`src/sv/fisr_pkg.sv`:
```
// Shared types, constants and binary32 arithmetic helpers for the inverse square root block.
package fisr_pkg;

	localparam int QUEUE_DEPTH = 4;
	localparam logic [31:0] MAGIC_GUESS = 32'h5f3759df;
	localparam logic [31:0] HALF_BITS = 32'h3f000000;
	localparam logic [31:0] THREE_BITS = 32'h40400000;
	localparam logic [31:0] CANON_NAN = 32'h7fc00000;
	localparam logic [7:0] EXP_MAX = 8'hff;

	typedef struct packed {
		logic [31:0] x;
		logic [31:0] y;
	} fisr_item_t;

	typedef struct packed {
		logic sign;
		logic nan;
		logic inf;
		logic signed [11:0] e;
		logic [47:0] prod;
	} fisr_mul_t;

	typedef struct packed {
		logic sign;
		logic nan;
		logic inf;
		logic zsign;
		logic [7:0] e;
		logic [27:0] sum;
	} fisr_add_t;

	function automatic logic [5:0] lzc48(input logic [47:0] v);
		logic [5:0] n;
		logic found;
		n = '0;
		found = 1'b0;
		for (int i = 47; i >= 0; i--) begin
			if (!found) begin
				if (v[i]) found = 1'b1;
				else n = n + 6'd1;
			end
		end
		return n;
	endfunction

	function automatic logic [31:0] round_pack(input logic sign, input logic signed [11:0] e,
			input logic [47:0] n);
		logic signed [11:0] sh;
		logic [47:0] nsh;
		logic stk;
		logic [10:0] ebase;
		logic inc;
		logic [34:0] packed_v;
		nsh = n;
		stk = 1'b0;
		ebase = '0;
		if (n == '0) return {sign, 31'b0};
		if (e < 12'sd1) begin
			sh = 12'sd1 - e;
			if (sh > 12'sd47) begin
				nsh = '0;
				stk = 1'b1;
			end else begin
				nsh = n >> sh[5:0];
				stk = ((nsh << sh[5:0]) != n);
			end
		end else begin
			sh = e - 12'sd1;
			ebase = sh[10:0];
		end
		inc = nsh[23] & ((|nsh[22:0]) | stk | nsh[24]);
		packed_v = {1'b0, ebase, 23'b0} + {11'b0, nsh[47:24]} + {34'b0, inc};
		if (packed_v[34:23] >= 12'd255) return {sign, EXP_MAX, 23'b0};
		return {sign, packed_v[30:0]};
	endfunction

	function automatic fisr_mul_t mul_pre(input logic [31:0] a, input logic [31:0] b);
		fisr_mul_t r;
		logic a_nan, b_nan, a_inf, b_inf, a_zero, b_zero;
		logic [7:0] eae, ebe;
		logic [23:0] ma, mb;
		a_nan = (a[30:23] == EXP_MAX) && (a[22:0] != '0);
		b_nan = (b[30:23] == EXP_MAX) && (b[22:0] != '0);
		a_inf = (a[30:23] == EXP_MAX) && (a[22:0] == '0);
		b_inf = (b[30:23] == EXP_MAX) && (b[22:0] == '0);
		a_zero = (a[30:0] == '0);
		b_zero = (b[30:0] == '0);
		eae = (a[30:23] == '0) ? 8'd1 : a[30:23];
		ebe = (b[30:23] == '0) ? 8'd1 : b[30:23];
		ma = {a[30:23] != '0, a[22:0]};
		mb = {b[30:23] != '0, b[22:0]};
		r.sign = a[31] ^ b[31];
		r.nan = a_nan | b_nan | (a_inf & b_zero) | (b_inf & a_zero);
		r.inf = a_inf | b_inf;
		r.e = $signed({4'b0, eae}) + $signed({4'b0, ebe}) - 12'sd173;
		r.prod = {24'b0, ma} * {24'b0, mb};
		return r;
	endfunction

	function automatic logic [31:0] mul_post(input fisr_mul_t m);
		logic [5:0] lz;
		logic signed [11:0] e;
		lz = lzc48(m.prod);
		e = m.e + 12'sd47 - $signed({6'b0, lz});
		if (m.nan) return CANON_NAN;
		if (m.inf) return {m.sign, EXP_MAX, 23'b0};
		return round_pack(m.sign, e, m.prod << lz);
	endfunction

	function automatic fisr_add_t add_pre(input logic [31:0] a, input logic [31:0] b);
		fisr_add_t r;
		logic a_nan, b_nan, a_inf, b_inf, a_big;
		logic [7:0] eae, ebe, ebig, esml, d;
		logic [23:0] ma, mb;
		logic [26:0] big, sml, sft;
		a_nan = (a[30:23] == EXP_MAX) && (a[22:0] != '0);
		b_nan = (b[30:23] == EXP_MAX) && (b[22:0] != '0);
		a_inf = (a[30:23] == EXP_MAX) && (a[22:0] == '0);
		b_inf = (b[30:23] == EXP_MAX) && (b[22:0] == '0);
		eae = (a[30:23] == '0) ? 8'd1 : a[30:23];
		ebe = (b[30:23] == '0) ? 8'd1 : b[30:23];
		ma = {a[30:23] != '0, a[22:0]};
		mb = {b[30:23] != '0, b[22:0]};
		a_big = (eae > ebe) || ((eae == ebe) && (ma >= mb));
		ebig = a_big ? eae : ebe;
		esml = a_big ? ebe : eae;
		big = a_big ? {ma, 3'b0} : {mb, 3'b0};
		sml = a_big ? {mb, 3'b0} : {ma, 3'b0};
		d = ebig - esml;
		if (d > 8'd26) sft = {26'b0, sml != '0};
		else sft = (sml >> d[4:0]) | {26'b0, ((sml >> d[4:0]) << d[4:0]) != sml};
		r.nan = a_nan | b_nan | (a_inf & b_inf & (a[31] != b[31]));
		r.inf = a_inf | b_inf;
		r.sign = a_inf ? a[31] : (b_inf ? b[31] : (a_big ? a[31] : b[31]));
		r.zsign = a[31] & b[31];
		r.e = ebig;
		if (a[31] ^ b[31]) r.sum = {1'b0, big} - {1'b0, sft};
		else r.sum = {1'b0, big} + {1'b0, sft};
		return r;
	endfunction

	function automatic logic [31:0] add_post(input fisr_add_t s);
		logic [5:0] lz;
		logic signed [11:0] e;
		lz = lzc48({s.sum, 20'b0});
		e = $signed({4'b0, s.e}) + 12'sd1 - $signed({6'b0, lz});
		if (s.nan) return CANON_NAN;
		if (s.inf) return {s.sign, EXP_MAX, 23'b0};
		if (s.sum == '0) return {s.zsign, 31'b0};
		return round_pack(s.sign, e, {s.sum, 20'b0} << lz);
	endfunction

endpackage

```
`src/sv/fisr_queue.sv`:
```
// Small register queue between the front and back parts.
module fisr_queue #(
	parameter int DEPTH = fisr_pkg::QUEUE_DEPTH
) (
	input logic clk,
	input logic arst_n,
	input logic in_valid,
	output logic in_stall,
	input fisr_pkg::fisr_item_t in_item,
	output logic out_valid,
	input logic out_stall,
	output fisr_pkg::fisr_item_t out_item
);
	import fisr_pkg::*;

	localparam int PW = (DEPTH > 1) ? $clog2(DEPTH) : 1;
	localparam int CW = $clog2(DEPTH + 1);

	fisr_item_t mem_q [DEPTH];
	logic [PW-1:0] wr_q, rd_q;
	logic [CW-1:0] cnt_q;
	logic push, pop;

	assign in_stall = (cnt_q == CW'(DEPTH));
	assign out_valid = (cnt_q != '0);
	assign out_item = mem_q[rd_q];
	assign push = in_valid && !in_stall;
	assign pop = out_valid && !out_stall;

	always_ff @(posedge clk or negedge arst_n) begin
		if (!arst_n) begin
			wr_q <= '0;
			rd_q <= '0;
			cnt_q <= '0;
		end else begin
			if (push) wr_q <= (wr_q == PW'(DEPTH - 1)) ? '0 : wr_q + PW'(1);
			if (pop) rd_q <= (rd_q == PW'(DEPTH - 1)) ? '0 : rd_q + PW'(1);
			if (push && !pop) cnt_q <= cnt_q + CW'(1);
			else if (pop && !push) cnt_q <= cnt_q - CW'(1);
		end
	end

	always_ff @(posedge clk) begin
		if (push) mem_q[wr_q] <= in_item;
	end
endmodule

```
`config.mk`:
```
export PLATFORM = sky130hd
export DESIGN_NAME = fisr_queue
export DESIGN_NICKNAME = d
export VERILOG_FILES = /design/src/sv/fisr_pkg.sv /design/src/sv/fisr_queue.sv
export SDC_FILE = /design/constraint.sdc
export NUM_CORES = 1
export LEC_CHECK = 0
export ABC_AREA = 1
export BUFFER_PORTS_ARGS = -buffer_cell sky130_fd_sc_hd__buf_2
export CORE_MARGIN = 2
export CORE_UTILIZATION = 35
export CTS_CLUSTER_DIAMETER = 50
export DETAILED_ROUTE_END_ITERATION = 12
export HOLD_SLACK_MARGIN = 0.08
export PLACE_DENSITY = 0.62
export SYNTH_ARGS = -nofsm -noshare
export SYNTH_HDL_FRONTEND = slang
export SYNTH_SLANG_ARGS = --single-unit
```
`constraint.sdc`:
```
create_clock -name clk -period 5.51 [get_ports clk]
set_input_delay 0.8265 -clock clk [delete_from_list [all_inputs] [get_ports clk]]
set_output_delay 0.8265 -clock clk [all_outputs]
set_load 0.01 [all_outputs]
```
==> impl_metrics.env, run 1 <==
export IMPL_outcome="finished clean"
export IMPL_synth_xor_area_frac=0.0008191
export IMPL_powerDensity_nw_per_um2=535.4
export IMPL_netlist_top_cells_area="edfxtp_1 72%, o211ai_1 8.9%, nand2_1 7.3%, inv_1 5.0%, buf_6 2.7%"
export IMPL_clk_insertion_delay_late_ps=540
export IMPL_worst_slew_pin_transition_ps=1115
export IMPL_grt_use_total=0.1310
export IMPL_io_pins=134
export IMPL_core_um2=29870
export IMPL_first_global_vias=6128
export IMPL_max_stage_delay_ps=670
export IMPL_wl_per_cell_um=15.33
export IMPL_cts_root_buf="clkbuf_16"
export IMPL_first_iter_violations=363
export IMPL_tritoncts="done"
export IMPL_rsz0062_at_grt="false"
export IMPL_synthMuxAreaShare=0
export IMPL_synth_distinct_cells=18
export IMPL_setup_slack_ps=1812
export IMPL_cts_sinks=263
export IMPL_fin_crit_sh=0.6712
export IMPL_crit_family="buffers and inverters"
export IMPL_grt_pass1_wl_um=32650
export IMPL_synth_top_family_by_area="compound AO/OA/AOI/OAI gates"
export IMPL_synth_cells=807
export IMPL_die_w_um=178.8
export IMPL_rows=63
export IMPL_io_buffers=133
export IMPL_dp_slack_ps=2225
export IMPL_holdBufCountCts=0
export IMPL_dr_total_vias=6142
export IMPL_syn_area_um2=10690
export IMPL_worst_ep_arrival_time_ps=2870
export IMPL_p_leak_nw=4.966
export IMPL_maxSlewViolCount=0
export IMPL_cts_buffer_depth=3
export IMPL_gp_congestion=0.7018
export IMPL_synth_warnings=0
export IMPL_final_layout_size_suffix_gt1_frac=0.2021
export IMPL_clk_pin_slew_ps=60
export IMPL_synth_top_area_frac=0.7189
export IMPL_cts_htree_levels=1
export IMPL_ys_ff_latch=263
export IMPL_setup_viol_count_final=0
export IMPL_totalWireLength_um=20750
export IMPL_crit_buf_inv=4
export IMPL_cp_end_kind="output pin"
export IMPL_area_growth_pct=17.24
export IMPL_drcViolationCount=0
export IMPL_synth_compound_area_frac=0.09080
export IMPL_rr_worst_depth=5
export IMPL_required_ps=4680
export IMPL_fin_util=0.4196
export IMPL_dp_final_hpwl_um=12310
export IMPL_synth_simple_area_share=0.07863
export IMPL_numCtsBuffers=30
export IMPL_globalRouteOverflowTotal=0
export IMPL_layout_nets=1014
export IMPL_cp_max_fo=67
export IMPL_period_needed_ps=3698
export IMPL_ff_latch_area_um2=7868
export IMPL_path_cells="buf_4 > inv_2 > buf_4 > o211ai_1 > nand2_1 > buf_2"
export IMPL_grt_max_degree=131
export IMPL_design_area_um2=12540
export IMPL_fmax_ghz=0.2704
export IMPL_viasPerCell=4.540
export IMPL_cp_start_kind="register"
export IMPL_ctsResizeCount=0
export IMPL_antenna_found_initial=3
export IMPL_avgSynthCellArea_um2=13.25
export IMPL_syn_num_nets=882
export IMPL_final_hold_viol_count=0
export IMPL_timing_setup_tns_ps=0
export IMPL_final_cell_mix="256 x edfxtp_1, 207 x nand2_1, 143 x inv_1"
export IMPL_hold_path_class="input port to asynchronous set/reset pin"
export IMPL_power_total_mw=6.712
export IMPL_max_slew_margin=0.2551
export IMPL_maxCapViolations=0
export IMPL_synth_seq_area_share=0.7353
export IMPL_first_pass_iters=4
export IMPL_multi_input_area_um2=1946
export IMPL_crit_type="register to output pin"
export IMPL_synthAdderAreaFrac=0.008893
export IMPL_die_h_um=178.8
export IMPL_die_area_um2=31960
export IMPL_synth_top_area_cell="edfxtp_1"
export IMPL_cp_slowest_cell="buf_4"
export IMPL_dpl_instance_area_um2=11590
export IMPL_post_cts_setup_buffer_count=0
export IMPL_crit_path_frequent_cell="buf_4"
export IMPL_ant_nets=0
export IMPL_nFillCells=2749
export IMPL_crit_cells=6
export IMPL_layout_commonest_cell="edfxtp_1"
export IMPL_initial_core_util=0.3579
export IMPL_ir_drop_mv=0.2972
export IMPL_fin_skew_ps=10.93
[metal layers]
layer,routed length (um),track usage
met5,11,0
met4,430,0.03659
met3,1178,0.03011
met2,9904,0.2244
met1,9220,0.1662
[cell families (layout without fill, tap and decap cells)]
kind of cell,count (synthesis),count (layout)
AOI/OAI and AO/OA,129,129
xor gates and xnor gates,1,1
adders and majority gates,7,7
buffers and inverters,186,339
DFF,263,263
other,0,3
and+or+nand+nor,221,221
[cell usage after synthesis]
| cell type | number |
|---|---|
| inv_1 | 143 |
| xnor2_1 | 1 |
| inv_2 | 1 |
| buf_2 | 14 |
| ha_1 | 6 |
| o211ai_2 | 1 |
| edfxtp_1 | 256 |
| nand4_1 | 1 |
| nand2_1 | 207 |
| o21ai_0 | 1 |
| clkbuf_1 | 1 |
| nor2_1 | 6 |
| nand3_1 | 7 |
| buf_6 | 26 |
| fa_1 | 1 |
| dfrtp_1 | 7 |
| o211ai_1 | 127 |
| buf_4 | 1 |
[state kept, by name (all words and copies together) (netlist names)]
name   cells
mem_q    256
cnt_q      3
rd_q       2
wr_q       2
[worst paths after layout]
| check | start | end | slack (ps) |
|---|---|---|---|
| worst max-delay path | rd_q[1]$_DFFE_PN0P_ | out_item[17] | 1810 |
| worst min-delay path | arst_n | cnt_q[2]$_DFFE_PN0P_ | 110 |
| worst max register to register | cnt_q[0]$_DFFE_PN0P_ | mem_q[2][44]$_DFFE_PP_ | 2660 |
| worst min register to register | cnt_q[2]$_DFFE_PN0P_ | cnt_q[2]$_DFFE_PN0P_ | 500 |
| max in group asynchronous | arst_n | rd_q[0]$_DFFE_PN0P_ | 5220 |
| min in group clk | cnt_q[2]$_DFFE_PN0P_ | cnt_q[2]$_DFFE_PN0P_ | 500 |
[per-stage QoR]
step,hold WS (ps),instances
final,113.6,1353
after global routing,100.3,1351
after CTS,86.52,1350
after detailed placement,491.6,1297
after global placement,482.6,1297
after floorplan,462.8,807
[power breakdown]
part           total, mW  switching, mW  internal, mW
combinational       2.06           1.37         0.691
sequential          2.78          0.153          2.63
clock               1.86          0.763          1.10
[final cells by class]
type	instances	share of cell area
well taps	390	0.03893
diodes	3	0.0005989
flip-flops and latches	263	0.6276
multi-input cells	358	0.1552
clock inverters	15	0.009482
inverters	144	0.04312
clock buffers	38	0.06558
repair buffers	142	0.05949
[worst register-to-register path, cell delays in order (launching register included)]
cell     delay [ps]
dfrtp_1         410
inv_1            70
nand3_1         130
nand2_1         320
nor2_4          940
buf_4           610
No activity file was read; power rests on OpenSTA's default activity.
==> run 2, diff against run 1 <==
--- a/config.mk
+++ b/config.mk
@@ -5,14 +5,14 @@
 export SDC_FILE = /design/constraint.sdc
 export NUM_CORES = 1
 export LEC_CHECK = 0
-export ABC_AREA = 1
+export ABC_AREA = 0
 export BUFFER_PORTS_ARGS = -buffer_cell sky130_fd_sc_hd__buf_2
 export CORE_MARGIN = 2
 export CORE_UTILIZATION = 35
 export CTS_CLUSTER_DIAMETER = 50
 export DETAILED_ROUTE_END_ITERATION = 12
 export HOLD_SLACK_MARGIN = 0.08
-export PLACE_DENSITY = 0.62
+export PLACE_DENSITY = 0.64
 export SYNTH_ARGS = -nofsm -noshare
 export SYNTH_HDL_FRONTEND = slang
 export SYNTH_SLANG_ARGS = --single-unit
==> constraint.sdc (replaced) <==
create_clock -name clk -period 3.1 [get_ports clk]
set_input_delay 0.465 -clock clk [delete_from_list [all_inputs] [get_ports clk]]
set_output_delay 0.465 -clock clk [all_outputs]
set_load 0.01 [all_outputs]
==> run 2 against run 1 <==
Critical endpoint is now out_item[45]. Via count is 29% lower. Area after synthesis is 9.4% lower. Routed wire length is 14% lower. Highest routed layer unchanged. Worst setup slack worse by 1400 ps. Critical path type unchanged.
==> impl_metrics.env, run 2 <==
export IMPL_outcome="finished clean"
export IMPL_synth_top_area_cell="edfxtp_1"
export IMPL_cts_buffer_depth=3
export IMPL_layout_nets=608
export IMPL_final_cell_mix="256 x edfxtp_1, 133 x buf_2, 64 x mux4_2"
export IMPL_initial_core_util=0.3576
export IMPL_die_area_um2=29030
export IMPL_first_iter_violations=260
export IMPL_crit_type="register to output pin"
export IMPL_hold_path_depth=1
export IMPL_die_w_um=170.4
export IMPL_tritoncts="done"
export IMPL_numCtsBuffers=28
export IMPL_gp_congestion=0.6874
export IMPL_cp_end_kind="output pin"
export IMPL_core_um2=27100
export IMPL_worst_ep_arrival_time_ps=2190
export IMPL_required_ps=2630
export IMPL_reg_top3="mem_q x256, cnt_q x3"
export IMPL_setup_slack_ps=449.6
export IMPL_maxSlewViolCount=0
export IMPL_largest_register_ffs=256
export IMPL_netlist_top_cells_area="edfxtp_1 79%, mux4_2 15%, dfrtp_1 1.8%, ha_1 0.77%, buf_6 0.58%"
export IMPL_synth_top_family_by_area="multiplexers"
export IMPL_setup_viol_count_final=0
export IMPL_grt_pass1_wl_um=27150
export IMPL_rsz0062_at_grt="false"
export IMPL_dp_slack_ps=901.3
export IMPL_viasPerCell=4.705
export IMPL_period_needed_ps=2650
export IMPL_synth_distinct_cells=21
export IMPL_antenna_found_initial=3
export IMPL_io_buffers=133
export IMPL_ys_ff_latch=263
export IMPL_met2_usage=0.2252
export IMPL_grt_use_total=0.1236
export IMPL_dr_total_vias=4366
export IMPL_syn_num_nets=447
export IMPL_cts_htree_levels=1
export IMPL_synthAdderAreaFrac=0.009813
export IMPL_dp_final_hpwl_um=11110
export IMPL_ant_nets=0
export IMPL_first_global_vias=4848
export IMPL_fin_crit_sh=0.8550
export IMPL_final_hold_viol_count=0
export IMPL_maxCapViolations=0
export IMPL_clk_insertion_delay_late_ps=530
export IMPL_cts_sinks=263
export IMPL_grt_max_degree=43
export IMPL_cts_root_buf="clkbuf_16"
export IMPL_synth_xor_area_frac=0.002711
export IMPL_busiest_layer="met2"
export IMPL_io_pins=134
export IMPL_fmax_ghz=0.3773
export IMPL_cp_max_fo=27
export IMPL_max_slew_margin=0.5441
export IMPL_cp_start_kind="register"
export IMPL_layout_commonest_cell="edfxtp_1"
export IMPL_rr_worst_depth=8
export IMPL_async_flop_share=0.02662
export IMPL_yosysMostFrequentCell="edfxtp_1"
export IMPL_post_cts_setup_buffer_count=0
export IMPL_met3_usage=0.03047
export IMPL_final_layout_size_suffix_gt1_frac=0.4721
export IMPL_synth_ff_type="edfxtp_1"
export IMPL_ctsResizeCount=0
export IMPL_hold_path_class="input port to register"
export IMPL_powerDensity_nw_per_um2=959.3
export IMPL_first_pass_iters=4
export IMPL_worst_slew_pin_transition_ps=683.9
export IMPL_drcViolationCount=0
export IMPL_synth_cells=372
export IMPL_area_growth_pct=21.56
export IMPL_nFillCells=2327
export IMPL_clk_pin_slew_ps=60
export IMPL_totalWireLength_um=17810
export IMPL_p_leak_nw=4.021
export IMPL_syn_area_um2=9691
export IMPL_use_met1=0.1447
export IMPL_synthMuxAreaShare=0.1553
export IMPL_fin_skew_ps=7.286
export IMPL_synth_common_cells="256 x edfxtp_1, 64 x mux4_2, 7 x dfrtp_1, 6 x buf_2, 6 x ha_1"
export IMPL_synth_warnings=0
export IMPL_holdBufCountCts=1
export IMPL_die_h_um=170.4
export IMPL_regMostFlops="mem_q"
export IMPL_rows=60
export IMPL_wl_per_cell_um=19.19
export IMPL_synth_seq_area_share=0.8114
export IMPL_synth_top_area_frac=0.7933
export IMPL_avgSynthCellArea_um2=26.05
export IMPL_synth_compound_area_frac=0
export IMPL_ir_drop_mv=0.6005
export IMPL_synth_simple_area_share=0.008393
export IMPL_timing_setup_tns_ps=0
export IMPL_synth_enable_flop_cells=256
export IMPL_globalRouteOverflowTotal=0
-- run 2: cell count changes after synthesis, moves of 7 or more --
cell and delta:
nand2_1 -206, o211ai_1 -127, nand3_1 -7, inv_1 -139, buf_6 -21, buf_2 -8
mux4_2 +64
-- run 2: area by class of cell --
type	instances	area, um^2	share of cell area
clock inverter	19	142.6	0.01211
multi-input combinational	91	1723	0.1463
sequential	263	7870	0.6681
clock buffer	33	740.7	0.06288
antenna	1	2.502	0.0002124
tap	372	465.4	0.03951
inverter	4	15.01	0.001275
timing repair buffer	145	820.8	0.06968
-- run 2: where the power goes --
group          switching, mW  leakage (nW)  internal (mW)  total (mW)
Clock                   1.26         0.439           1.86        3.13
Combinational           1.68          1.16           1.53        3.21
Sequential             0.259          2.42           4.70        4.96
Total                   3.20          4.02           8.10        11.3
-- run 2: final timing paths --
kind,from,endpoint,slack [ps]
worst max register to register,cnt_q[2]$_DFFE_PN0P_,cnt_q[2]$_DFFE_PN0P_,880
worst max-delay path,rd_q[0]$_DFFE_PN0P_,out_item[45],450
max in group asynchronous,arst_n,rd_q[0]$_DFFE_PN0P_,2610
min in group asynchronous,arst_n,wr_q[0]$_DFFE_PN0P_,310
worst min-delay path,in_item[59],mem_q[3][59]$_DFFE_PP_,150
worst min register to register,cnt_q[2]$_DFFE_PN0P_,cnt_q[2]$_DFFE_PN0P_,490
-- run 2: worst max-delay path, cell delays in order, from the launching register on --
cell	delay, ps
dfrtp_4	420
buf_4	470
mux4_2	610
buf_2	160
-- run 2: cells by family (layout without fill, tap and decap cells) --
| family | Yosys count | after routing |
|---|---|---|
| xor gates and xnor gates | 3 | 3 |
| adders and majority gates | 7 | 7 |
| muxes | 69 | 69 |
| DFF | 263 | 263 |
| and+or+nand+nor | 12 | 12 |
| buffers and inverters | 18 | 201 |
| other | 0 | 1 |
-- run 2: per-stage QoR --
stage,utilization,instance area [um^2],power (mW),hold slack [ps],std cells
2_1_floorplan,-,9693,7.105,169.4,372
3_3_place_gp,0.4016,10880,8.251,299.8,874
3_5_place_dp,0.4016,10880,8.375,312.6,874
4_1_cts,0.4346,11780,11.53,123.5,927
5_1_grt,0.4346,11780,11.88,130.8,927
6_report,0.4347,11780,11.30,148.9,928
-- run 2: per-layer routing --
layer	share of wire	wire (um)
met1	0.39	7009
met5	0.00073	13
met4	0.019	338
met3	0.058	1035
met2	0.53	9414
