File: config.mk
export PLATFORM = sky130hd
export DESIGN_NAME = fisr_front
export DESIGN_NICKNAME = d
export VERILOG_FILES = /design/src/sv/fisr_pkg.sv /design/src/sv/fisr_front.sv
export SDC_FILE = /design/constraint.sdc
export NUM_CORES = 1
export LEC_CHECK = 0
export ABC_AREA = 1
export BUFFER_PORTS_ARGS = -buffer_cell sky130_fd_sc_hd__buf_2
export CAP_MARGIN = 20
export CORE_MARGIN = 5
export CORE_UTILIZATION = 54
export CTS_CLUSTER_SIZE = 14
export DETAILED_ROUTE_END_ITERATION = 16
export PLACE_DENSITY_LB_ADDON = 0.2
export SYNTH_ARGS = -nofsm -noshare
export SYNTH_HDL_FRONTEND = slang
export SYNTH_SLANG_ARGS = --single-unit
File: constraint.sdc
create_clock -name clk -period 11.05 [get_ports clk]
set_input_delay 0 -clock clk [delete_from_list [all_inputs] [get_ports clk]]
set_output_delay 0 -clock clk [all_outputs]
set_load 0.02 [all_outputs]
File: src/sv/fisr_pkg.sv
// Shared types, constants and binary32 arithmetic helpers for the inverse square root block.
package fisr_pkg;

	localparam int QUEUE_DEPTH = 4;
	localparam logic [31:0] MAGIC_GUESS = 32'h5f3759df;
	localparam logic [31:0] HALF_BITS = 32'h3f000000;
	localparam logic [31:0] THREE_BITS = 32'h40400000;
	localparam logic [31:0] CANON_NAN = 32'h7fc00000;
	localparam logic [7:0] EXP_MAX = 8'hff;

	typedef struct packed {
		logic [31:0] x;
		logic [31:0] y;
	} fisr_item_t;

	typedef struct packed {
		logic sign;
		logic nan;
		logic inf;
		logic signed [11:0] e;
		logic [47:0] prod;
	} fisr_mul_t;

	typedef struct packed {
		logic sign;
		logic nan;
		logic inf;
		logic zsign;
		logic [7:0] e;
		logic [27:0] sum;
	} fisr_add_t;

	function automatic logic [5:0] lzc48(input logic [47:0] v);
		logic [5:0] n;
		logic found;
		n = '0;
		found = 1'b0;
		for (int i = 47; i >= 0; i--) begin
			if (!found) begin
				if (v[i]) found = 1'b1;
				else n = n + 6'd1;
			end
		end
		return n;
	endfunction

	function automatic logic [31:0] round_pack(input logic sign, input logic signed [11:0] e,
			input logic [47:0] n);
		logic signed [11:0] sh;
		logic [47:0] nsh;
		logic stk;
		logic [10:0] ebase;
		logic inc;
		logic [34:0] packed_v;
		nsh = n;
		stk = 1'b0;
		ebase = '0;
		if (n == '0) return {sign, 31'b0};
		if (e < 12'sd1) begin
			sh = 12'sd1 - e;
			if (sh > 12'sd47) begin
				nsh = '0;
				stk = 1'b1;
			end else begin
				nsh = n >> sh[5:0];
				stk = ((nsh << sh[5:0]) != n);
			end
		end else begin
			sh = e - 12'sd1;
			ebase = sh[10:0];
		end
		inc = nsh[23] & ((|nsh[22:0]) | stk | nsh[24]);
		packed_v = {1'b0, ebase, 23'b0} + {11'b0, nsh[47:24]} + {34'b0, inc};
		if (packed_v[34:23] >= 12'd255) return {sign, EXP_MAX, 23'b0};
		return {sign, packed_v[30:0]};
	endfunction

	function automatic fisr_mul_t mul_pre(input logic [31:0] a, input logic [31:0] b);
		fisr_mul_t r;
		logic a_nan, b_nan, a_inf, b_inf, a_zero, b_zero;
		logic [7:0] eae, ebe;
		logic [23:0] ma, mb;
		a_nan = (a[30:23] == EXP_MAX) && (a[22:0] != '0);
		b_nan = (b[30:23] == EXP_MAX) && (b[22:0] != '0);
		a_inf = (a[30:23] == EXP_MAX) && (a[22:0] == '0);
		b_inf = (b[30:23] == EXP_MAX) && (b[22:0] == '0);
		a_zero = (a[30:0] == '0);
		b_zero = (b[30:0] == '0);
		eae = (a[30:23] == '0) ? 8'd1 : a[30:23];
		ebe = (b[30:23] == '0) ? 8'd1 : b[30:23];
		ma = {a[30:23] != '0, a[22:0]};
		mb = {b[30:23] != '0, b[22:0]};
		r.sign = a[31] ^ b[31];
		r.nan = a_nan | b_nan | (a_inf & b_zero) | (b_inf & a_zero);
		r.inf = a_inf | b_inf;
		r.e = $signed({4'b0, eae}) + $signed({4'b0, ebe}) - 12'sd173;
		r.prod = {24'b0, ma} * {24'b0, mb};
		return r;
	endfunction

	function automatic logic [31:0] mul_post(input fisr_mul_t m);
		logic [5:0] lz;
		logic signed [11:0] e;
		lz = lzc48(m.prod);
		e = m.e + 12'sd47 - $signed({6'b0, lz});
		if (m.nan) return CANON_NAN;
		if (m.inf) return {m.sign, EXP_MAX, 23'b0};
		return round_pack(m.sign, e, m.prod << lz);
	endfunction

	function automatic fisr_add_t add_pre(input logic [31:0] a, input logic [31:0] b);
		fisr_add_t r;
		logic a_nan, b_nan, a_inf, b_inf, a_big;
		logic [7:0] eae, ebe, ebig, esml, d;
		logic [23:0] ma, mb;
		logic [26:0] big, sml, sft;
		a_nan = (a[30:23] == EXP_MAX) && (a[22:0] != '0);
		b_nan = (b[30:23] == EXP_MAX) && (b[22:0] != '0);
		a_inf = (a[30:23] == EXP_MAX) && (a[22:0] == '0);
		b_inf = (b[30:23] == EXP_MAX) && (b[22:0] == '0);
		eae = (a[30:23] == '0) ? 8'd1 : a[30:23];
		ebe = (b[30:23] == '0) ? 8'd1 : b[30:23];
		ma = {a[30:23] != '0, a[22:0]};
		mb = {b[30:23] != '0, b[22:0]};
		a_big = (eae > ebe) || ((eae == ebe) && (ma >= mb));
		ebig = a_big ? eae : ebe;
		esml = a_big ? ebe : eae;
		big = a_big ? {ma, 3'b0} : {mb, 3'b0};
		sml = a_big ? {mb, 3'b0} : {ma, 3'b0};
		d = ebig - esml;
		if (d > 8'd26) sft = {26'b0, sml != '0};
		else sft = (sml >> d[4:0]) | {26'b0, ((sml >> d[4:0]) << d[4:0]) != sml};
		r.nan = a_nan | b_nan | (a_inf & b_inf & (a[31] != b[31]));
		r.inf = a_inf | b_inf;
		r.sign = a_inf ? a[31] : (b_inf ? b[31] : (a_big ? a[31] : b[31]));
		r.zsign = a[31] & b[31];
		r.e = ebig;
		if (a[31] ^ b[31]) r.sum = {1'b0, big} - {1'b0, sft};
		else r.sum = {1'b0, big} + {1'b0, sft};
		return r;
	endfunction

	function automatic logic [31:0] add_post(input fisr_add_t s);
		logic [5:0] lz;
		logic signed [11:0] e;
		lz = lzc48({s.sum, 20'b0});
		e = $signed({4'b0, s.e}) + 12'sd1 - $signed({6'b0, lz});
		if (s.nan) return CANON_NAN;
		if (s.inf) return {s.sign, EXP_MAX, 23'b0};
		if (s.sum == '0) return {s.zsign, 31'b0};
		return round_pack(s.sign, e, {s.sum, 20'b0} << lz);
	endfunction

endpackage

File: src/sv/fisr_front.sv
// Front stage: takes operand beats and forms the integer initial guess.
module fisr_front (
	input logic clk,
	input logic arst_n,
	input logic in_valid,
	output logic in_stall,
	input logic [31:0] operand_bits,
	output logic q_valid,
	input logic q_stall,
	output fisr_pkg::fisr_item_t q_item
);
	import fisr_pkg::*;

	logic vld_s1;
	fisr_item_t item_s1;
	logic [31:0] shifted;

	assign shifted = {operand_bits[31], operand_bits[31:1]};
	assign in_stall = vld_s1 && q_stall;
	assign q_valid = vld_s1;
	assign q_item = item_s1;

	always_ff @(posedge clk or negedge arst_n) begin
		if (!arst_n) begin
			vld_s1 <= 1'b0;
		end else if (!in_stall) begin
			vld_s1 <= in_valid;
		end
	end

	always_ff @(posedge clk) begin
		if (!in_stall && in_valid) begin
			item_s1.x <= operand_bits;
			item_s1.y <= MAGIC_GUESS - shifted;
		end
	end
endmodule

==> metrics.json, run 1 <==
{
  "run_status": "finished clean",
  "synth_area_mm2": 0.00308,
  "insertion_delay_ps": 340,
  "drive_gt1_share_pct": 32.0,
  "num_rows": 27,
  "pre_cts_ws_ps": 9460,
  "synth.distinct_cells": 23,
  "initialDrtViolationCount": 163,
  "min-delay-path-class": "primary input to register",
  "synth_enable_flop_cells": 63,
  "fillerInstances": 367,
  "floorplan.initialDensity_pct": 55.9,
  "path_clk_slew_ps": 70,
  "num_vias": 2589,
  "regArea_mm2": 0.00192,
  "synth-main-ff-cell": "edfxtp_1",
  "timing.max_cap.violations": 0,
  "synth.cells.most_frequent": "88 x nand2_1, 63 x edfxtp_1, 33 x inv_1, 32 x nor2_1, 23 x nand3_1",
  "timing.hold.ws_ps": 386,
  "drt_pre_antenna_iters": 5,
  "io_buffers": 101,
  "post-route-worst-setup-slack_ps": 9440,
  "yosysWarnings": 0,
  "setup.worst_path.class": "register to register",
  "drtAntennaViolNets": 0,
  "post-synth-top-area-fraction_pct": 61.5,
  "place_hpwl_mm": 4.98,
  "die-area_mm2": 0.00731,
  "tritoncts": "yes",
  "yosys-top-cells-area": "edfxtp_1 61%, nand2_1 11%, inv_1 4.0%, nor2_1 3.9%, nand3_1 3.7%",
  "n_antenna_cell": 0,
  "die_width_um": 85.5,
  "worstMarginPinSlew_ps": 755,
  "power.density_mw_per_mm2": 143,
  "wirelength_mm": 7.23,
  "vias_per_cell": 4.82,
  "critical_path.startpoint_type": "register",
  "async_flop_share_pct": 1.56,
  "finalMaxSlewViolations": 0,
  "yosys.cell_count.top_type": "nand2_1",
  "crit_arrival_ps": 1580,
  "wire_length_of_the_first_global_routing_pass_mm": 12.1,
  "ir_worst_vdd_mv": 0.106,
  "syn_avg_cell_area_um2": 9.86,
  "syn_inst": 312,
  "p_leak_uw": 0.00191,
  "post-route-drc-count": 0,
  "critical_path_endpoint_category": "register",
  "crit_required_ps": 11020,
  "synth_fp_nets": 349,
  "initial_antenna_violation_count": 0,
  "track_usage_pct": 21.4,
  "grt_max_degree": 64,
  "multi_input_area_um2": 995,
  "design.core.area_mm2": 0.00551,
  "finalNetCount": 497,
  "wl_per_cell_um": 13.5,
  "cts-buffers-inserted": 9,
  "layout_min_cycle_time_ps": 1610,
  "relSlewSlack_pct": 49.7,
  "grt_pass1_vias": 2578,
  "worstPathMaxFanout": 63,
  "cts_sinks": 64,
  "fp.dieH_um": 85.5,
  "fin_worst_skew_ps": 9.52,
  "globalRouteOverflowTotal": 0,
  "cts-htree-levels": 3,
  "synth.ff_latch_count": 64,
  "hold_violations": 0,
  "post_cts_buffers": 0,
  "areaGrowthSynthToFinish_pct": 38.8,
  "clock_tree_root": "clkbuf_8",
  "period_share_pct": 14.6,
  "synth.yosys.seq_area_share_pct": 62.3,
  "achievable-frequency_mhz": 621,
  "rsz0062_at_grt": "false",
  "cts.path.max_buffers": 2,
  "num_io_pins": 102,
  "gp_congestion": 0.826,
  "synthDominantAreaCellType": "edfxtp_1",
  "setup_tns_ps": 0,
  "setup_viol_count_final": 0
}
-- cell usage in the layout (no fill, tap or decap) --
cell type / netlist / routed
buf_2: 0 / 101
clkinv_1: 2 / 2
inv_2: 9 / 9
clkbuf_8: 0 / 11
clkinv_2: 0 / 2
nand3_1: 23 / 23
nor2_1: 32 / 31
nor3_2: 1 / 1
buf_4: 1 / 1
nand3_2: 2 / 2
dfrtp_1: 1 / 1
inv_1: 33 / 33
nor2_2: 6 / 6
nand2_2: 9 / 9
nor2_4: 2 / 3
dlygate4sd3_1: 0 / 36
xor2_1: 11 / 11
bufinv_16: 0 / 2
o21ai_1: 4 / 4
a21oi_1: 6 / 6
edfxtp_1: 63 / 63
ha_1: 1 / 1
o21ai_0: 5 / 5
and2_2: 1 / 1
clkinv_4: 0 / 1
nand2_1: 88 / 88
xnor2_1: 3 / 3
nand4_1: 8 / 8
nand3b_1: 1 / 1
-- routing by layer --
metal / GRT usage [%] / share of wire (%) / routed length (um) / up-vias
met5: 0 / 0 / 0 / -
met4: 9.21 / 1.7 / 123 / 0
met3: 4.66 / 7.6 / 553 / 12
met2: 36.4 / 49 / 3550 / 105
met1: 26.2 / 42 / 3000 / 1150
li1: - / - / - / 1322
-- logic make-up (layout without fill, tap and decap cells) --
kind of cell	Yosys count	after routing	synth area share, %
and+or+nand+nor	173	173	25.3
buffers and inverters	45	198	5.61
xor gates and xnor gates	14	14	3.99
DFF	64	64	62.3
AOI/OAI and AO/OA	15	15	2.44
adders and majority gates	1	1	0.407
-- stage by stage --
step	power, uW	cells	utilization [%]	instance area [um2]
6_report	611	537	77.6	4270
5_1_grt	636	537	77.6	4270
4_1_cts	614	537	77.6	4270
3_5_place_dp	379	485	66.8	3680
3_3_place_gp	377	485	66.8	3680
2_1_floorplan	346	312	-	3080
-- worst paths after layout --
path	startpoint	end	slack (ps)	cells past startpoint
max reg2reg	q_valid	q_item[10]	9440	4
min	operand_bits[1]	q_item[33]	390	2
max	q_valid	q_item[10]	9440	4
min reg2reg	q_valid	q_valid	1020	3
min in group asynchronous	arst_n	q_valid	480	3
max in group asynchronous	arst_n	q_valid	10470	3
-- power by group --
part           leakage [uW]  internal [uW]  switching [uW]
registers          0.000612            286            3.19
clock network      0.000119            139            88.3
logic               0.00118           34.1            60.7
total               0.00191            459             152
-- critical path: stages, from the launching register on --
cell     delay [ps]
dfrtp_1         380
nand2_1          80
inv_1            70
nor2_4           70
buf_4           590
-- flip-flops by register name (all words and copies together) (netlist names) --
register	flops
q_valid	1
q_item	63
-- layout make-up --
class / instances / share of cell area, %
Inverter: 44 / 3.87
Timing Repair Buffer: 138 / 20.5
Clock inverter: 5 / 1.85
Tap cell: 72 / 2.11
Sequential cell: 64 / 44.9
Clock buffer: 11 / 3.55
Multi-Input combinational cell: 203 / 23.3
-- what timing repair did --
action                                 4_1_cts  5_1_grt
resized for setup                            0        0
hold buffers                                36        0
endpoints found under the hold margin       40        0
(Power assumes the default switching activity.)
==> run 2, diff against run 1 <==
--- a/config.mk
+++ b/config.mk
@@ -5,11 +5,11 @@
 export SDC_FILE = /design/constraint.sdc
 export NUM_CORES = 1
 export LEC_CHECK = 0
-export ABC_AREA = 1
+export ABC_AREA = 0
 export BUFFER_PORTS_ARGS = -buffer_cell sky130_fd_sc_hd__buf_2
 export CAP_MARGIN = 20
 export CORE_MARGIN = 5
-export CORE_UTILIZATION = 54
+export CORE_UTILIZATION = 44
 export CTS_CLUSTER_SIZE = 14
 export DETAILED_ROUTE_END_ITERATION = 16
 export PLACE_DENSITY_LB_ADDON = 0.2
==> constraint.sdc (replaced) <==
create_clock -name clk -period 1.3 [get_ports clk]
set_input_delay 0 -clock clk [delete_from_list [all_inputs] [get_ports clk]]
set_output_delay 0 -clock clk [all_outputs]
set_load 0.02 [all_outputs]
==> metrics.json, run 2 <==
{
  "async_flop_share_pct": 1.56,
  "synth-main-ff-cell": "edfxtp_1",
  "wire_length_of_the_first_global_routing_pass_mm": 10.6,
  "p_leak_uw": 0.00174,
  "setup.worst_path.class": "primary input to register",
  "relSlewSlack_pct": 73.5,
  "die_width_um": 88.9,
  "yosys-top-cells-area": "edfxtp_1 69%, xnor2_1 3.5%, xor2_1 2.6%, a21oi_1 1.8%, nor3_1 1.5%",
  "design_area_mm2": 0.00413,
  "synth.distinct_cells": 46,
  "io_buffers": 101,
  "die-area_mm2": 0.00791,
  "largest_register_ff_count": 63,
  "num_rows": 28,
  "drive_gt1_share_pct": 46.1,
  "worst-path-buf-inv": 2,
  "tritoncts": "yes",
  "floorplan.initialDensity_pct": 45.7,
  "layout_commonest_cell": "buf_2",
  "timing.critical_path.max_delay_family": "buffers and inverters",
  "cts.path.max_buffers": 2,
  "regArea_mm2": 0.00192,
  "synth.cells.most_frequent": "63 x edfxtp_1, 11 x xnor2_1, 10 x a21oi_1, 9 x inv_1, 9 x nand2_1",
  "n_antenna_cell": 0,
  "synth.yosys.seq_area_share_pct": 70.0,
  "power.density_mw_per_mm2": 1130,
  "ir_worst_vdd_mv": 0.720,
  "yosys.cell_count.top_type": "edfxtp_1",
  "design.core.area_mm2": 0.00599,
  "finalMaxSlewViolations": 0,
  "wirelength_mm": 6.52,
  "timing.max_cap.violations": 0,
  "track_usage_pct": 17.5,
  "worstMarginPinSlew_ps": 394,
  "achievable-frequency_mhz": 782,
  "run_status": "finished clean",
  "crit_path_max_incr_delay_ps": 530,
  "areaGrowthSynthToFinish_pct": 50.8,
  "finish.utilization_pct": 69.0,
  "grt_pass1_vias": 2255,
  "rsz0062_at_grt": "true",
  "hold_violations": 0,
  "syn_inst": 190,
  "period_share_pct": 98.3,
  "post-route-drc-count": 0,
  "syn_avg_cell_area_um2": 14.4,
  "setup_tns_ps": 0,
  "insertion_delay_ps": 320,
  "cts-buffers-inserted": 9,
  "yosysWarnings": 0,
  "grt_max_degree": 29,
  "post-synth-top-area-fraction_pct": 69.0,
  "cts_sinks": 64,
  "multi_input_area_um2": 785,
  "crit_arrival_ps": 1360,
  "critical_path_endpoint_category": "register",
  "setup_viol_count_final": 0,
  "worstPathMaxFanout": 5,
  "fin_worst_skew_ps": 7.75,
  "min-delay-path-class": "primary input to register",
  "vias_per_cell": 4.90,
  "globalRouteOverflowTotal": 0,
  "finalNetCount": 406,
  "cts-htree-levels": 3,
  "synth_enable_flop_cells": 63,
  "crit_chain": "dlygate4sd3_1 -> buf_2 -> or4_1 -> o2111ai_1 -> nor3_1",
  "place_hpwl_mm": 4.91,
  "fp.dieH_um": 88.9,
  "layout.cells.most_common_list": "101 x buf_2, 63 x edfxtp_1, 39 x buf_4, 29 x dlygate4sd3_1, 11 x xnor2_1",
  "wl_per_cell_um": 14.6,
  "num_io_pins": 102,
  "layout_min_cycle_time_ps": 1280,
  "gp_congestion": 0.862,
  "synth_fp_nets": 227,
  "crit_required_ps": 1380,
  "path_clk_slew_ps": 70,
  "critical_path.startpoint_type": "primary input",
  "fillerInstances": 467,
  "clock_tree_root": "clkbuf_8",
  "drtAntennaViolNets": 0,
  "synth_area_mm2": 0.00274,
  "synth.ff_latch_count": 64,
  "post_layout_nonfiller_instances": 448,
  "placed_cell_area_mm2": 0.00368,
  "drt_pre_antenna_iters": 4,
  "critical-path-slowest-cell": "dlygate4sd3_1",
  "num_vias": 2195,
  "total_power_uw": 4680,
  "synthDominantAreaCellType": "edfxtp_1",
  "placed_cells": 404,
  "initialDrtViolationCount": 63,
  "initial_antenna_violation_count": 0
}
==> run 2: per-stage QoR <==
step	setup WS, ps	hold slack, ps
finish	21.6	20.1
global route	-11.5	6.76
CTS	25.6	5.46
detailed placement	-194	-223
global placement	-153	-225
floorplan	-688	-296
==> run 2: final timing paths <==
check | startpoint | to | slack, ps | cells after the start
max in group asynchronous | arst_n | q_valid | 680 | 3
setup reg to reg | q_valid | q_item[29] | 50 | 3
hold reg to reg | q_valid | q_valid | 640 | 2
min in group asynchronous | arst_n | q_valid | 510 | 3
hold / removal | operand_bits[8] | q_item[40] | 20 | 2
setup / recovery | operand_bits[31] | q_item[30] | 20 | 5
==> run 2: power breakdown <==
part | switching, uW | internal [uW] | total (uW)
clock | 693 | 672 | 1360
combinational | 480 | 372 | 852
sequential | 28.8 | 2430 | 2460
total | 1200 | 3470 | 4680
==> run 2: timing repair <==
| action | CTS | global route |
|---|---|---|
| gates resized for setup | 0 | 2 |
| setup endpoints to repair | 0 | 2 |
| hold buffers | 29 | 0 |
| endpoints found under the hold margin | 33 | 0 |
| setup buffers | 0 | 0 |
==> run 2: cells by family after synthesis <==
| logic type | Yosys count | synth area share (%) |
|---|---|---|
| adder cells (fa/ha/maj) | 1 | 0.457 |
| AO/OA/AOI/OAI | 37 | 9.82 |
| XOR/XNOR | 19 | 6.07 |
| flip-flops | 64 | 70.0 |
| AND/OR/NAND/NOR | 56 | 11.6 |
| buffers and inverters | 13 | 2.10 |
==> run 2: layout make-up <==
cell class,instances,share of cell area [%]
Multi-Input combinational cell,113,19.0
Tap cell,75,2.27
Inverter,9,0.817
Timing Repair Buffer,172,27.8
Clock inverter,4,0.545
Sequential cell,64,46.4
Clock buffer,11,3.18
==> run 2: layer usage <==
| layer | part of all wire, % | global-route usage (%) | wire [um] | up-vias |
|---|---|---|---|---|
| met1 | 41 | 21.9 | 2670 | 1026 |
| met2 | 48 | 28.5 | 3160 | 76 |
| met5 | 0 | 0 | 0 | - |
| met3 | 9.2 | 5.81 | 600 | 9 |
| met4 | 1.5 | 6.18 | 96 | 0 |
| li1 | - | - | - | 1084 |
==> run 3, diff against run 2 <==
--- a/config.mk
+++ b/config.mk
@@ -6,13 +6,15 @@
 export NUM_CORES = 1
 export LEC_CHECK = 0
 export ABC_AREA = 0
-export BUFFER_PORTS_ARGS = -buffer_cell sky130_fd_sc_hd__buf_2
 export CAP_MARGIN = 20
 export CORE_MARGIN = 5
-export CORE_UTILIZATION = 44
+export CORE_UTILIZATION = 56
 export CTS_CLUSTER_SIZE = 14
 export DETAILED_ROUTE_END_ITERATION = 16
+export DONT_BUFFER_PORTS = 1
+export HOLD_SLACK_MARGIN = 0.06
 export PLACE_DENSITY_LB_ADDON = 0.2
+export SLEW_MARGIN = 25
 export SYNTH_ARGS = -nofsm -noshare
 export SYNTH_HDL_FRONTEND = slang
 export SYNTH_SLANG_ARGS = --single-unit
==> metrics.json, run 3 (same netlist as run 2, synthesis figures left out) <==
{
  "run_status": "finished with violations",
  "failing_checks": "setup timing",
  "grt_pass1_vias": 1979,
  "total_power_uw": 5010,
  "post_layout_nonfiller_instances": 326,
  "setup_viol_count_final": 6,
  "areaGrowthSynthToFinish_pct": 32.4,
  "initialDrtViolationCount": 160,
  "insertion_delay_ps": 350,
  "crit_chain": "and2_4 -> nor2b_4 -> buf_12 -> clkbuf_16",
  "timing.critical_path.max_delay_family": "flip-flops",
  "gp_congestion": 0.832,
  "num_io_pins": 102,
  "finalMaxSlewViolations": 0,
  "cts.path.max_buffers": 2,
  "drtAntennaViolNets": 0,
  "rsz0062_at_grt": "true",
  "wirelength_mm": 7.07,
  "placed_cells": 266,
  "timing.max_cap.violations": 0,
  "critical_path_depth": 4,
  "fin_worst_skew_ps": 10.5,
  "critical_path.startpoint_type": "register",
  "post-route-drc-count": 0,
  "ir_worst_vdd_mv": 0.751,
  "min-delay-path-class": "primary input to register",
  "n_antenna_cell": 0,
  "num_rows": 25,
  "layout.cells.most_common_list": "63 x edfxtp_1, 40 x dlygate4sd3_1, 11 x xnor2_1, 11 x buf_4, 10 x a21oi_1",
  "worstMarginPinSlew_ps": 393,
  "wire_length_of_the_first_global_routing_pass_mm": 10.2,
  "power.switching_fraction_pct": 24.8,
  "die_width_um": 80.0,
  "p_comb_share_pct": 9.9,
  "crit_required_ps": 1350,
  "fp.dieH_um": 80.0,
  "cts_sinks": 64,
  "drive_gt1_share_pct": 17.0,
  "num_vias": 1903,
  "hold_violations": 0,
  "p_switching_uw": 1240,
  "hold_depth": 4,
  "largest_register_ff_count": 63,
  "vias_per_cell": 5.84,
  "timing.hold.ws_ps": 74.6,
  "cts-htree-levels": 3,
  "period_share_pct": 100,
  "cellInternalPower_uw": 3770,
  "design.core.area_mm2": 0.00472,
  "seq_power_share_pct": 52.9,
  "initial_antenna_violation_count": 0,
  "setup.worst_path.class": "register to register",
  "floorplan.initialDensity_pct": 58.0,
  "critical_path_endpoint_category": "register",
  "achievable-frequency_mhz": 768,
  "relSlewSlack_pct": 73.5,
  "power.density_mw_per_mm2": 1380,
  "io_buffers": 0,
  "pwr-share-clk_pct": 37.2,
  "p_leak_uw": 0.00131,
  "worst-path-buf-inv": 2,
  "wl_per_cell_um": 21.7,
  "reg2regPathDepth": 4,
  "clock_tree_root": "clkbuf_8",
  "critical-path-slowest-cell": "dfrtp_2",
  "layout_min_cycle_time_ps": 1300,
  "crit_path_max_incr_delay_ps": 410,
  "track_usage_pct": 21.6,
  "tritoncts": "yes",
  "crit_arrival_ps": 1350,
  "drt_pre_antenna_iters": 4,
  "post-route-worst-setup-slack_ps": -1.42,
  "fillerInstances": 274,
  "globalRouteOverflowTotal": 0,
  "grt_max_degree": 41,
  "die-area_mm2": 0.00639,
  "worstPathMaxFanout": 20,
  "layout_commonest_cell": "edfxtp_1",
  "path_clk_slew_ps": 70,
  "cts-buffers-inserted": 9,
  "place_hpwl_mm": 4.03,
  "finalNetCount": 291
}
[run 3: cell types whose count changed in the layout (fill, tap and decap cells not counted), moves of 2 or more]
cell           previous run  this run
bufinv_16                 0         2
buf_4                    39        11
clkbuf_16                 0         2
buf_2                   101         0
clkinv_2                  3         1
dlygate4sd3_1            29        40
[run 3: worst min-delay path, delay by kind of cell]
kind               cells  cell delay (ps)
and+or+nand+nor        2              150
AOI/OAI and AO/OA      2              110
[run 3: what timing repair did]
item | in CTS | in global routing
resized for setup | 0 | 1
hold endpoints to repair | 65 | 1
buffers inserted | 0 | 1
endpoints found under the setup margin | 0 | 41
hold buffers | 40 | 1
[run 3: worst paths after layout]
| check | startpoint | endpoint | slack, ps |
|---|---|---|---|
| setup / recovery | q_valid | q_item[9] | -1 |
| hold / removal | operand_bits[21] | q_item[21] | 70 |
| setup reg to reg | q_valid | q_item[9] | -1 |
| hold reg to reg | q_valid | q_valid | 820 |
| max in group asynchronous | arst_n | q_valid | 780 |
| min in group asynchronous | arst_n | q_valid | 410 |
[run 3: cell type report]
type,instances,area [um2],area share (%)
clock buffer,10,128,3.52
clock inverter,6,83.8,2.31
inverter,9,33.8,0.931
multi-input combinational,113,776,21.4
sequential,64,1920,52.9
tap,67,83.8,2.31
timing repair buffer,57,606,16.7
[run 3: through the flow]
stage / TNS, ps / utilization [%] / area [um2] / setup slack, ps
after CTS: 0 / 75.1 / 3550 / 12.2
after floorplan: -43420 / - / 2750 / -688
final: -3.25 / 76.8 / 3630 / -1.42
after global routing: -1780 / 76.8 / 3630 / -49.0
after detailed placement: -201 / 62.1 / 2930 / -77.2
after global placement: -72.9 / 62.1 / 2930 / -30.0
[run 3: per-layer routing]
metal  GRT usage, %  up-vias  routed length [um]
li1               -      849                   -
met1           22.9      932                2580
met2           39.2      110                3600
met3           8.13       12                 786
met4           6.76        0                  99
met5              0        -                   0
[run 3: power by group through the flow]
stage	logic, uW	clock network, uW	registers [uW]
after floorplan	227	0	2670
after global placement	308	0	2690
after detailed placement	313	0	2690
after CTS	445	1830	2650
after global routing	533	2000	2660
final	495	1870	2650
